**src/hdl/form_urlencoded_query_parser_macros.svh**
```systemverilog
// Assertion helpers shared by the RTL of the query parser.
`ifndef FORM_URLENCODED_QUERY_PARSER_MACROS_SVH
`define FORM_URLENCODED_QUERY_PARSER_MACROS_SVH

// Same-cycle implication, disabled while reset is asserted.
`define FUQP_ASSERT_IMPLY(label, clk, rst_n, ante, cons) \
  label: assert property (@(posedge clk) disable iff (!rst_n) (ante) |-> (cons)) \
    else $error("implication failed");

// Next-cycle implication, disabled while reset is asserted.
`define FUQP_ASSERT_NEXT(label, clk, rst_n, ante, cons) \
  label: assert property (@(posedge clk) disable iff (!rst_n) (ante) |=> (cons)) \
    else $error("next-cycle implication failed");

`endif

```
**src/hdl/fuqp_pkg.sv**
```systemverilog
`timescale 1ns / 1ps
`default_nettype none
package fuqp_pkg;

  localparam logic [7:0] CH_AMP   = 8'h26;
  localparam logic [7:0] CH_EQ    = 8'h3D;
  localparam logic [7:0] CH_PCT   = 8'h25;
  localparam logic [7:0] CH_PLUS  = 8'h2B;
  localparam logic [7:0] CH_SPACE = 8'h20;

  localparam logic [7:0] MAX_PAIRS_RST = 8'd32;
  localparam int unsigned RES_MAX      = 4;

  typedef enum logic [1:0] {
    REC_DATA     = 2'd0,
    REC_PAIR_END = 2'd1,
    REC_TEXT_END = 2'd2
  } rec_kind_t;

  // Escape tracker: idle, after '%', after '%' and one hex digit.
  typedef enum logic [2:0] {
    ESC_NONE  = 3'b001,
    ESC_PCT   = 3'b010,
    ESC_DIGIT = 3'b100
  } esc_t;

  typedef struct packed {
    logic       in_value;
    logic       seg_open;
    esc_t       esc;
    logic [7:0] esc_first;
    logic [7:0] pairs_done;
    logic       dropping;
  } fuqp_state_t;

  typedef struct packed {
    rec_kind_t  record;
    logic       part;
    logic [7:0] data;
    logic       truncated;
    logic [7:0] pair_total;
    logic       final_res;
  } fuqp_res_t;

  typedef struct packed {
    logic       ok;
    logic [3:0] val;
  } hex_t;

  function automatic hex_t hex_val(input logic [7:0] c);
    hex_t h;
    h = '0;
    if (c inside {[8'h30:8'h39]}) begin
      h.ok  = 1'b1;
      h.val = 4'(c - 8'h30);
    end else if (c inside {[8'h61:8'h66]}) begin
      h.ok  = 1'b1;
      h.val = 4'(c - 8'h57);
    end else if (c inside {[8'h41:8'h46]}) begin
      h.ok  = 1'b1;
      h.val = 4'(c - 8'h37);
    end
    return h;
  endfunction

  function automatic fuqp_res_t mk_res(input rec_kind_t kind, input logic part,
                                       input logic [7:0] data, input logic trunc,
                                       input logic [7:0] total);
    fuqp_res_t r;
    r.record     = kind;
    r.part       = part;
    r.data       = data;
    r.truncated  = trunc;
    r.pair_total = total;
    r.final_res  = 1'b0;
    return r;
  endfunction

endpackage
`default_nettype wire

```
**src/hdl/fuqp_if.sv**
```systemverilog
`timescale 1ns / 1ps
`default_nettype none
interface fuqp_in_if;
  logic       valid;
  logic       ready;
  logic [7:0] in_byte;
  logic       last_byte;
  modport source (output valid, in_byte, last_byte, input ready);
  modport sink (input valid, in_byte, last_byte, output ready);
endinterface

interface fuqp_out_if;
  logic       valid;
  logic       ready;
  logic [1:0] record;
  logic       part;
  logic [7:0] data;
  logic       truncated;
  logic [7:0] pair_total;
  logic       final_res;
  modport source (output valid, record, part, data, truncated, pair_total, final_res,
                  input ready);
  modport sink (input valid, record, part, data, truncated, pair_total, final_res,
                output ready);
endinterface

interface fuqp_cfg_if;
  logic       valid;
  logic       ready;
  logic [7:0] data;
  modport source (output valid, data, input ready);
  modport sink (input valid, data, output ready);
endinterface
`default_nettype wire

```
**src/hdl/form_urlencoded_query_parser.sv**
```systemverilog
`timescale 1ns / 1ps
`default_nettype none
// Channel   Dir  Payload                                              Transfer
// in_chan   in   in_byte[7:0], last_byte                              valid & ready
// out_chan  out  record[1:0], part, data[7:0], truncated,             valid & ready
//                pair_total[7:0], final_res
// cfg_chan  in   data[7:0] -> max_pairs                               valid & ready
//
// A byte lands in the input register, then the decode logic turns it
// into 0 to 4 results that are loaded into a four-entry result buffer.
// Sustained rate: one byte per cycle while each byte yields at most one result
// and out_chan is ready; a byte with several results holds the input until the
// single result port has drained the buffer down to its last entry.
// rst_n is synchronous: max_pairs returns to 32, parse state and buffer clear;
// in_chan and cfg_chan refuse transfers while rst_n is low.
// A stall on out_chan backs up into in_chan after one buffered byte.
module form_urlencoded_query_parser
  import fuqp_pkg::*;
#(
  parameter int unsigned PAIR_LIMIT = 255
) (
  input  wire        clk,
  input  wire        rst_n,
  fuqp_in_if.sink    in_chan,
  fuqp_out_if.source out_chan,
  fuqp_cfg_if.sink   cfg_chan
);

  // effective limit never exceeds what the 8-bit pair counter holds
  localparam int unsigned LimClamp = (PAIR_LIMIT > 255) ? 255 : PAIR_LIMIT;
  localparam logic [7:0]  LIM8     = 8'(LimClamp);

  // input register
  logic            in_v_r;
  logic [7:0]      in_byte_r;
  logic            last_r;

  // parse state and configuration
  fuqp_state_t     state_r;
  fuqp_state_t     state_nxt;
  logic [7:0]      max_pairs_r;
  logic [7:0]      cap;

  // result buffer, head at entry 0
  fuqp_res_t [3:0] rbuf_r;
  fuqp_res_t [3:0] rbuf_nxt;
  logic [2:0]      cnt_r;
  logic [2:0]      cnt_nxt;

  fuqp_res_t [3:0] step_res;
  logic [2:0]      step_cnt;
  logic            load;
  logic            pop;

  assign cap = (max_pairs_r < LIM8) ? max_pairs_r : LIM8;

  fuqp_step u_step (
    .cur     (state_r),
    .c       (in_byte_r),
    .last    (last_r),
    .cap     (cap),
    .nxt     (state_nxt),
    .res     (step_res),
    .res_cnt (step_cnt)
  );

  // Decode the held byte once the buffer is empty or about to be.
  assign pop  = (cnt_r != 3'd0) && out_chan.ready;
  assign load = in_v_r && ((cnt_r == 3'd0) || ((cnt_r == 3'd1) && out_chan.ready));

  assign in_chan.ready = rst_n && (!in_v_r || load);
  assign cfg_chan.ready = rst_n;

  assign out_chan.valid      = (cnt_r != 3'd0);
  assign out_chan.record     = rbuf_r[0].record;
  assign out_chan.part       = rbuf_r[0].part;
  assign out_chan.data       = rbuf_r[0].data;
  assign out_chan.truncated  = rbuf_r[0].truncated;
  assign out_chan.pair_total = rbuf_r[0].pair_total;
  assign out_chan.final_res  = rbuf_r[0].final_res;

  always_comb begin
    rbuf_nxt = rbuf_r;
    cnt_nxt  = cnt_r;
    if (load) begin
      // replace the buffer wholesale: any remaining entry is taken this cycle
      rbuf_nxt = step_res;
      cnt_nxt  = step_cnt;
    end else if (pop) begin
      // advance the queue by one entry
      rbuf_nxt = {fuqp_res_t'('0), rbuf_r[3:1]};
      cnt_nxt  = cnt_r - 3'd1;
    end
  end

  always_ff @(posedge clk) begin
    if (!rst_n) begin
      in_v_r        <= 1'b0;
      state_r       <= '{in_value: 1'b0, seg_open: 1'b0, esc: ESC_NONE,
                         esc_first: 8'h00, pairs_done: 8'h00, dropping: 1'b0};
      max_pairs_r   <= MAX_PAIRS_RST;
      cnt_r         <= '0;
    end else begin
      if (in_chan.ready) begin
        in_v_r <= in_chan.valid;
      end
      if (load) begin
        state_r <= state_nxt;
      end
      if (cfg_chan.valid && cfg_chan.ready) begin
        max_pairs_r <= cfg_chan.data;
      end
      cnt_r <= cnt_nxt;
    end
  end

  // payload registers: no reset
  always_ff @(posedge clk) begin
    if (in_chan.valid && in_chan.ready) begin
      in_byte_r <= in_chan.in_byte;
      last_r    <= in_chan.last_byte;
    end
    rbuf_r <= rbuf_nxt;
  end

`include "form_urlencoded_query_parser_macros.svh"

  // a held byte that is not decoded stays put
  `FUQP_ASSERT_NEXT(a_hold_input, clk, rst_n, in_v_r && !load, in_v_r && $stable(in_byte_r) && $stable(last_r))
  // the last buffered entry closes its byte's results
  `FUQP_ASSERT_IMPLY(a_tail_final, clk, rst_n, cnt_r == 3'd1, rbuf_r[0].final_res)
  // earlier entries never carry the closing flag
  `FUQP_ASSERT_IMPLY(a_head_not_final, clk, rst_n, cnt_r > 3'd1, !rbuf_r[0].final_res)
  // discarding only starts between segments, so no segment is open then
  `FUQP_ASSERT_IMPLY(a_drop_closed, clk, rst_n, state_r.dropping, !state_r.seg_open)

endmodule
`default_nettype wire

```
**src/hdl/fuqp_step.sv**
```systemverilog
`timescale 1ns / 1ps
`default_nettype none
module fuqp_step
  import fuqp_pkg::*;
(
  input  fuqp_state_t         cur,
  input  logic [7:0]          c,
  input  logic                last,
  input  logic [7:0]          cap,
  output fuqp_state_t         nxt,
  output fuqp_res_t [3:0]     res,
  output logic [2:0]          res_cnt
);

  fuqp_state_t     s;
  fuqp_res_t [6:0] cand;
  logic [6:0]      cv;
  hex_t            hc;
  hex_t            hf;
  logic            do_plain;
  logic [7:0]      main_b;
  logic [2:0]      n;

  always_comb begin
    s        = cur;
    hc       = hex_val(c);
    hf       = hex_val(cur.esc_first);
    do_plain = 1'b0;
    main_b   = c;
    cv       = '0;
    n        = '0;
    res      = '0;

    // cv order: '%', held digit, main byte, end of pair, end-flush '%',
    // end-flush digit, end of text
    if (!s.dropping) begin
      if (!s.seg_open) begin
        if (s.pairs_done >= cap) begin
          s.dropping = 1'b1;
        end else if (c != CH_AMP) begin
          s.seg_open = 1'b1;
        end
      end
      if (!s.dropping && s.seg_open) begin
        if (c == CH_AMP) begin
          cv[0]        = (s.esc != ESC_NONE);
          cv[1]        = (s.esc == ESC_DIGIT);
          cv[3]        = 1'b1;
          s.esc        = ESC_NONE;
          s.pairs_done = s.pairs_done + 8'd1;
          s.seg_open   = 1'b0;
          s.in_value   = 1'b0;
        end else if (c == CH_EQ && !s.in_value) begin
          cv[0]      = (s.esc != ESC_NONE);
          cv[1]      = (s.esc == ESC_DIGIT);
          s.esc      = ESC_NONE;
          s.in_value = 1'b1;
        end else begin
          do_plain = 1'b1;
          case (s.esc)
            ESC_PCT: begin
              if (hc.ok) begin
                s.esc_first = c;
                s.esc       = ESC_DIGIT;
                do_plain    = 1'b0;
              end else begin
                s.esc = ESC_NONE;
                cv[0] = 1'b1;
              end
            end
            ESC_DIGIT: begin
              s.esc = ESC_NONE;
              if (hf.ok && hc.ok && {hf.val, hc.val} != 8'd0) begin
                cv[2]    = 1'b1;
                main_b   = {hf.val, hc.val};
                do_plain = 1'b0;
              end else begin
                cv[0] = 1'b1;
                cv[1] = 1'b1;
              end
            end
            default: s.esc = ESC_NONE;
          endcase
          if (do_plain) begin
            if (c == CH_PCT) begin
              s.esc = ESC_PCT;
            end else begin
              cv[2]  = 1'b1;
              main_b = (c == CH_PLUS) ? CH_SPACE : c;
            end
          end
        end
      end
    end

    if (last) begin
      if (!s.dropping && s.seg_open) begin
        cv[4]        = (s.esc != ESC_NONE);
        cv[5]        = (s.esc == ESC_DIGIT);
        s.pairs_done = s.pairs_done + 8'd1;
      end
      cv[6] = 1'b1;
    end

    cand[0] = mk_res(REC_DATA, cur.in_value, CH_PCT, 1'b0, 8'd0);
    cand[1] = mk_res(REC_DATA, cur.in_value, cur.esc_first, 1'b0, 8'd0);
    cand[2] = mk_res(REC_DATA, cur.in_value, main_b, 1'b0, 8'd0);
    cand[3] = mk_res(REC_PAIR_END, 1'b0, 8'd0, 1'b0, 8'd0);
    cand[4] = mk_res(REC_DATA, s.in_value, CH_PCT, 1'b0, 8'd0);
    cand[5] = mk_res(REC_DATA, s.in_value, s.esc_first, 1'b0, 8'd0);
    cand[6] = mk_res(REC_TEXT_END, 1'b0, 8'd0, s.dropping, s.pairs_done);

    // pack the live candidates into the first slots, in order
    for (int i = 0; i < 7; i++) begin
      if (cv[i] && n < 3'(RES_MAX)) begin
        res[n[1:0]] = cand[i];
        n           = n + 3'd1;
      end
    end
    if (n != 3'd0) begin
      res[2'(n - 3'd1)].final_res = 1'b1;
    end
    res_cnt = n;

    if (last) begin
      nxt           = '0;
      nxt.esc       = ESC_NONE;
    end else begin
      nxt = s;
    end
  end

endmodule
`default_nettype wire
```
**src/flat_wrapper.sv**
```systemverilog
// flat-port wrapper written by rule: the top's interface ports become plain ports
module form_urlencoded_query_parser_flat import fuqp_pkg::*;
#(
  parameter int unsigned PAIR_LIMIT = 255
)
  (clk, rst_n, in_chan_valid, in_chan_in_byte, in_chan_last_byte, in_chan_ready, out_chan_valid, out_chan_record, out_chan_part, out_chan_data, out_chan_truncated, out_chan_pair_total, out_chan_final_res, out_chan_ready, cfg_chan_valid, cfg_chan_data, cfg_chan_ready);
  fuqp_in_if in_chan_i ();
  fuqp_out_if out_chan_i ();
  fuqp_cfg_if cfg_chan_i ();
  input  wire clk;
  input  wire rst_n;
  input wire logic [$bits(in_chan_i.valid)-1:0] in_chan_valid;
  input wire logic [$bits(in_chan_i.in_byte)-1:0] in_chan_in_byte;
  input wire logic [$bits(in_chan_i.last_byte)-1:0] in_chan_last_byte;
  output wire logic [$bits(in_chan_i.ready)-1:0] in_chan_ready;
  output wire logic [$bits(out_chan_i.valid)-1:0] out_chan_valid;
  output wire logic [$bits(out_chan_i.record)-1:0] out_chan_record;
  output wire logic [$bits(out_chan_i.part)-1:0] out_chan_part;
  output wire logic [$bits(out_chan_i.data)-1:0] out_chan_data;
  output wire logic [$bits(out_chan_i.truncated)-1:0] out_chan_truncated;
  output wire logic [$bits(out_chan_i.pair_total)-1:0] out_chan_pair_total;
  output wire logic [$bits(out_chan_i.final_res)-1:0] out_chan_final_res;
  input wire logic [$bits(out_chan_i.ready)-1:0] out_chan_ready;
  input wire logic [$bits(cfg_chan_i.valid)-1:0] cfg_chan_valid;
  input wire logic [$bits(cfg_chan_i.data)-1:0] cfg_chan_data;
  output wire logic [$bits(cfg_chan_i.ready)-1:0] cfg_chan_ready;
  assign in_chan_i.valid = in_chan_valid;
  assign in_chan_i.in_byte = in_chan_in_byte;
  assign in_chan_i.last_byte = in_chan_last_byte;
  assign in_chan_ready = in_chan_i.ready;
  assign out_chan_valid = out_chan_i.valid;
  assign out_chan_record = out_chan_i.record;
  assign out_chan_part = out_chan_i.part;
  assign out_chan_data = out_chan_i.data;
  assign out_chan_truncated = out_chan_i.truncated;
  assign out_chan_pair_total = out_chan_i.pair_total;
  assign out_chan_final_res = out_chan_i.final_res;
  assign out_chan_i.ready = out_chan_ready;
  assign cfg_chan_i.valid = cfg_chan_valid;
  assign cfg_chan_i.data = cfg_chan_data;
  assign cfg_chan_ready = cfg_chan_i.ready;
  form_urlencoded_query_parser #(.PAIR_LIMIT(PAIR_LIMIT)) u_core (.clk(clk), .rst_n(rst_n), .in_chan(in_chan_i), .out_chan(out_chan_i), .cfg_chan(cfg_chan_i));
endmodule
```
**config.mk**
```make
export PLATFORM = sky130hd
export DESIGN_NAME = form_urlencoded_query_parser_flat
export DESIGN_NICKNAME = d
export VERILOG_FILES = /design/src/hdl/fuqp_pkg.sv /design/src/hdl/fuqp_if.sv /design/src/hdl/form_urlencoded_query_parser.sv /design/src/hdl/fuqp_step.sv /design/src/flat_wrapper.sv
export VERILOG_INCLUDE_DIRS = /design/src /design/src/hdl
export SDC_FILE = /design/constraint.sdc
export NUM_CORES = 1
export LEC_CHECK = 0
export BUFFER_PORTS_ARGS = -buffer_cell sky130_fd_sc_hd__buf_2
export CAP_MARGIN = 20
export CORE_MARGIN = 3
export CORE_UTILIZATION = 60
export DETAILED_ROUTE_END_ITERATION = 7
export GPL_TIMING_DRIVEN = 0
export PLACE_DENSITY = 0.81
export SLEW_MARGIN = 20
export SYNTH_ARGS = -nofsm -noshare
export SYNTH_HDL_FRONTEND = slang
export SYNTH_SLANG_ARGS = --single-unit
```
**constraint.sdc**
```tcl
create_clock -name clk -period 16.8 [get_ports clk]
set_clock_uncertainty 0.1 [all_clocks]
set_input_delay 3.36 -clock clk [delete_from_list [all_inputs] [get_ports clk]]
set_output_delay 3.36 -clock clk [all_outputs]
set_load 0.02 [all_outputs]
```
---- Yosys cells after proc, flatten, opt, wreduce, memory -nomap -nowiden ----
Index checks and enable logic that the tools add are counted.
operators by class
  $add $sub $neg .......................... 16
  multipliers ............................. 0
  divide/modulo/power cells ............... 0
  $lt $le $gt $ge ......................... 34
  equal/unequal tests ..................... 11
  shift operators ......................... 0
  mux-type cells .......................... 103
  bitwise operators ....................... 3
  reduce and logical (&&, ||, !) cells .... 41
operators with widths
  kind                 number
  $mux 84              9
  $bwmux 84            6
  $demux 21 s2         7
  $mux 21              7
  $mux 8               17
  $and 80x80->80       1
  $not 80->80          1
  $mux 3               15
  $mux 22              2
  $eq 8x6->1 const B   4
  $ge 8x7->1 const B   4
  $le 8x7->1 const B   4
  $logic_and 1x1->1    30
  $mux 5               6
  $mux 1               24
  $lt 2x3->1 const B   7
  $mux 19              1
  $add 3x1->3 const B  6
  $lt 3x3->1 const B   6
  $add 8x1->8 const B  2
  $ge 8x6->1 const B   2
  $le 8x6->1 const B   2
  $sub 4x3->4 const B  4
  $ge 2x1->1 const B   7
  20 further kinds     34
storage, ports and cells
  bits in registers ....................... 127
  latch bits .............................. 0
  RAM bits ................................ 0
  ROM bits ................................ 0
  input bits .............................. 22
  output and inout bits ................... 24
  logic and storage cells ................. 243
  memories ................................ 0

---- Longest topological paths before layout ----
  depth in word-level cells ............... 45
  gate-level depth with buffers ........... 30
  depth with buffers taken out ............ 28

---- By module ----
From an unflattened synthesis, not the netlist that was laid out.
unflattened totals
  cells, all modules ...................... 880
  area, all modules ....................... 8,632.0 um^2
by module, submodules not included
  module                        instances  cells an instance  area an instance (um^2)  sequential area each (um^2)
  form_urlencoded_query_parser  1          382                5,446.5                  3,473.3
  fuqp_step                     1          498                3,185.6                  0.0

---- Worst setup path before layout ----
No wires, ideal clock.
  path type ............................... input to output
  start point ............................. in out_chan_ready
  end point ............................... out in_chan_ready
  arrival ................................. 3.862 ns
  required time ........................... 13.340 ns
  path slack .............................. 9.478 ns
  stages on the path ...................... 3
  path buffers ............................ 0
  path through ............................ a21oi_1 -> o21ai_0 -> and2_1
on the way
  cells in the longest elaborated chain, start to end .. 5
ends and longest elaborated chain
  element            RTL line                            text
  from (decl)        flat_wrapper.sv:23                  input wire logic [$bits(out_chan_i.ready)-1:0] out_chan_ready;
  $logic_and 1x1->1  form_urlencoded_query_parser.sv:69  assign load = in_v_r && ((cnt_r == 3'd0) || ((cnt_r == 3'd1) && out_chan.ready));
  $logic_or 1x1->1   form_urlencoded_query_parser.sv:69
  $logic_and 1x1->1  form_urlencoded_query_parser.sv:69
  $logic_or 1x1->1   form_urlencoded_query_parser.sv:71  assign in_chan.ready = rst_n && (!in_v_r || load);
  $logic_and 1x1->1  form_urlencoded_query_parser.sv:71
  to (decl)          flat_wrapper.sv:15                  output wire logic [$bits(in_chan_i.ready)-1:0] in_chan_ready;
Every way passes these cells.

---- Worst setup path in the final report ----
  start point ............................. in rst_n
  end point ............................... out in_chan_ready
on the way
  cells in the longest elaborated chain, start to end .. 1
ends and longest elaborated chain
  element            RTL line                            text
  from (decl)        flat_wrapper.sv:11                  input wire rst_n;
  $logic_and 1x1->1  form_urlencoded_query_parser.sv:71
Every way passes these cells.

==> results_dict.tcl <==
set metrics [dict create \
    grt_overflow_total 0 \
    ys_types 90 \
    grtUsageTotal_pct 30.16 \
    vdd_drop_max_uv 75.97 \
    rr_endpoint "u_core.rbuf_r[72]" \
    layout_worst_path_cycle_share_pct 47.28 \
    relSlewSlack_pct 48.77 \
    worst_pin_slew_ps 768.5 \
    clk_latency_ps 430 \
    port_buffers 44 \
    intPower_uw 854.6 \
    gp_congestion 1.006 \
    rrSetupSlack_ps 9570 \
    hp-class "flip-flop to flip-flop" \
    antenna_cells 0 \
    clock_power_share_pct 27.8 \
    mappedNetlistArea_um2 7904 \
    final_layout_size_suffix_gt1_share_pct 15.57 \
    ys_async_sr_fraction_pct 0 \
    syn_nets 889 \
    cts_sinks 127 \
    postPlaceCellArea_um2 8369 \
    hold_viol 0 \
    synth-edff-count 93 \
    grt_max_degree 66 \
    place_hpwl_mm 15.56 \
    cp.required_ps 13340 \
    finalSetupTns_ps 0 \
    wl_mm 21.48 \
    p_per_area_nw_per_um2 144.2 \
    synth.avg_cell_area_um2 9.466 \
    cts_buffers 17 \
    reg2reg_from "u_core.state_r[1]" \
    htreeDepth 4 \
    min_period_ps 7943 \
    post_cts_buffers 0 \
    p_leak_nw 3.435 \
    core_um2 12770 \
    dp_slack_ps 8888 \
    drv_cap 0 \
    die_w_um 120.8 \
    endpoint "in_chan_ready" \
    combPwrFrac_pct 30.8 \
    dr.pass1.iters 6 \
    start_kind "input pin" \
    cts_resized 0 \
    wl_per_cell_um 19.81 \
    via_count 7025 \
    fmax_mhz 125.9 \
    synth-main-ff-cell "edfxtp_1" \
    drc 0 \
    drv_slew 0 \
    critPathMaxFanout 10 \
    holdWs_ps 414.3 \
    worstSetupPathType "input pin to output pin" \
    setup_slack_ps 8857 \
    cp-end-kind "output pin" \
    area_growth_syn_to_layout_pct 13.09 \
    p_switching_uw 434.3 \
    clk_pin_slew_ps 60 \
    nFillCells 979 \
    placedCellCount 1052 \
    die_area_um2 14590 \
    ios 46 \
    clockBufferDepth 2 \
    rows 41 \
    cts_root_buf "clkbuf_16" \
    antenna_found_initial 1 \
    grt_pass1_vias 6623 \
    vias_per_cell 6.481 \
    sw_frac_of_total_pct 33.70 \
    synthCells 835 \
    grt_setup_unrepaired "false" \
    final_area_um2 8939 \
    ys_ff_latch 127 \
    start_util_pct 61.88 \
    finalSetupViolations 0 \
    final_antenna_net_count 0 \
    status "complete, no violations" \
    finalNonFillerCells 1084 \
    arrival_ps 4480 \
    startpoint "rst_n" \
    grt_pass1_wl_mm 34.22 \
    seq_area_frac_synth_pct 43.94 \
    final_cell_mix "106 x nand2_1, 93 x edfxtp_1, 59 x o21ai_0, 56 x nor2_1, 49 x buf_2" \
    final_common_cell "nand2_1" \
    seq_power_share_pct 41.4 \
    cts_tree "yes" \
    final_nets 953 \
    drt-initial-drc-count 814 \
    rr_worst_depth 27 \
    cts_hold_buf 0 \
    ys_warn_count 0 \
    die-height_um 120.8 \
]
[through the flow]
step,power [mW],util (%)
floorplan,0.8085,-
global placement,0.9066,65.29
detailed placement,0.9261,65.52
CTS,1.285,69.98
global route,1.351,69.98
finish,1.289,69.98
[logic make-up (layout without fill, tap and decap cells)]
logic type	count (synthesis)	in the layout	share of synthesized area, %
buf+inv	88	165	5.208
compound gates	249	249	21.04
fa+ha+maj	32	32	5.066
xor+xnor	17	17	2.390
mux	22	22	2.834
flops	127	127	43.94
simple gates	300	300	19.52
[cell type report]
type	count	area (um2)	share of cell area, %
Clock buffer	18	429.2	4.801
Multi-Input combinational cell	620	4019	44.96
Sequential cell	127	3473	38.86
Timing Repair Buffer	45	247.7	2.772
Buffer	54	284.0	3.177
Tap cell	172	215.2	2.408
Inverter	34	130.1	1.456
Clock inverter	14	140.1	1.568
[worst min-delay path by stage]
stage / startpoint / cells after the start / slack, ps / endpoint
floorplan: u_core.state_r[16] / 1 / 380 / u_core.state_r[16]
global placement: u_core.max_pairs_r[5] / 2 / 390 / u_core.max_pairs_r[5]
detailed placement: u_core.max_pairs_r[5] / 2 / 400 / u_core.max_pairs_r[5]
CTS: u_core.max_pairs_r[5] / 2 / 410 / u_core.max_pairs_r[5]
global route: u_core.rbuf_r[80] / 2 / 450 / u_core.rbuf_r[59]
finish: u_core.max_pairs_r[5] / 2 / 410 / u_core.max_pairs_r[5]
[state kept, by name (all words and copies together) (netlist names)]
register	flops
u_core.state_r	22
u_core.in_v_r	1
u_core.out_chan.truncated	1
u_core.cnt_r	3
u_core.max_pairs_r	8
u_core.out_chan.final_res	1
u_core.out_chan.pair_total	8
u_core.out_chan.data	8
u_core.last_r	1
u_core.rbuf_r	63
u_core.out_chan.part	1
u_core.out_chan.record	2
u_core.in_byte_r	8
[worst max-delay path: stages]
cell	delay, ps
buf_2	230
clkbuf_1	510
and2_1	220
buf_2	160
[synthesized netlist by cell type, drive strengths merged (15+ instances only)]
| cell | count | area [um2] |
|---|---|---|
| dfxtp | 34 | 680.7 |
| a31oi | 15 | 93.84 |
| inv | 34 | 127.6 |
| nor3 | 21 | 115.1 |
| buf | 30 | 193.9 |
| nor2b | 24 | 150.1 |
| clkbuf | 24 | 90.09 |
| o21ai | 90 | 454.2 |
| nand2 | 106 | 397.9 |
| edfxtp | 93 | 2793 |
| a21oi | 35 | 190.2 |
| nand3 | 20 | 105.1 |
| mux2i | 19 | 190.2 |
| ha | 32 | 400.4 |
| nor2 | 58 | 222.7 |
[power groups by stage]
stage	sequential, mW	clock (mW)	combinational, mW
final	0.533	0.358	0.397
after global routing	0.544	0.374	0.432
after CTS	0.533	0.360	0.393
after detailed placement	0.538	0	0.388
after global placement	0.543	0	0.363
after floorplan	0.540	0	0.269
[per-layer routing]
layer,vias up,share of wire (%),track usage (%)
met3,58,9.7,7.156
li1,3224,-,-
met2,436,46,47.47
met5,-,0.065,0
met1,3305,42,40.59
met4,2,3.0,11.61
(Power assumes the default switching activity.)
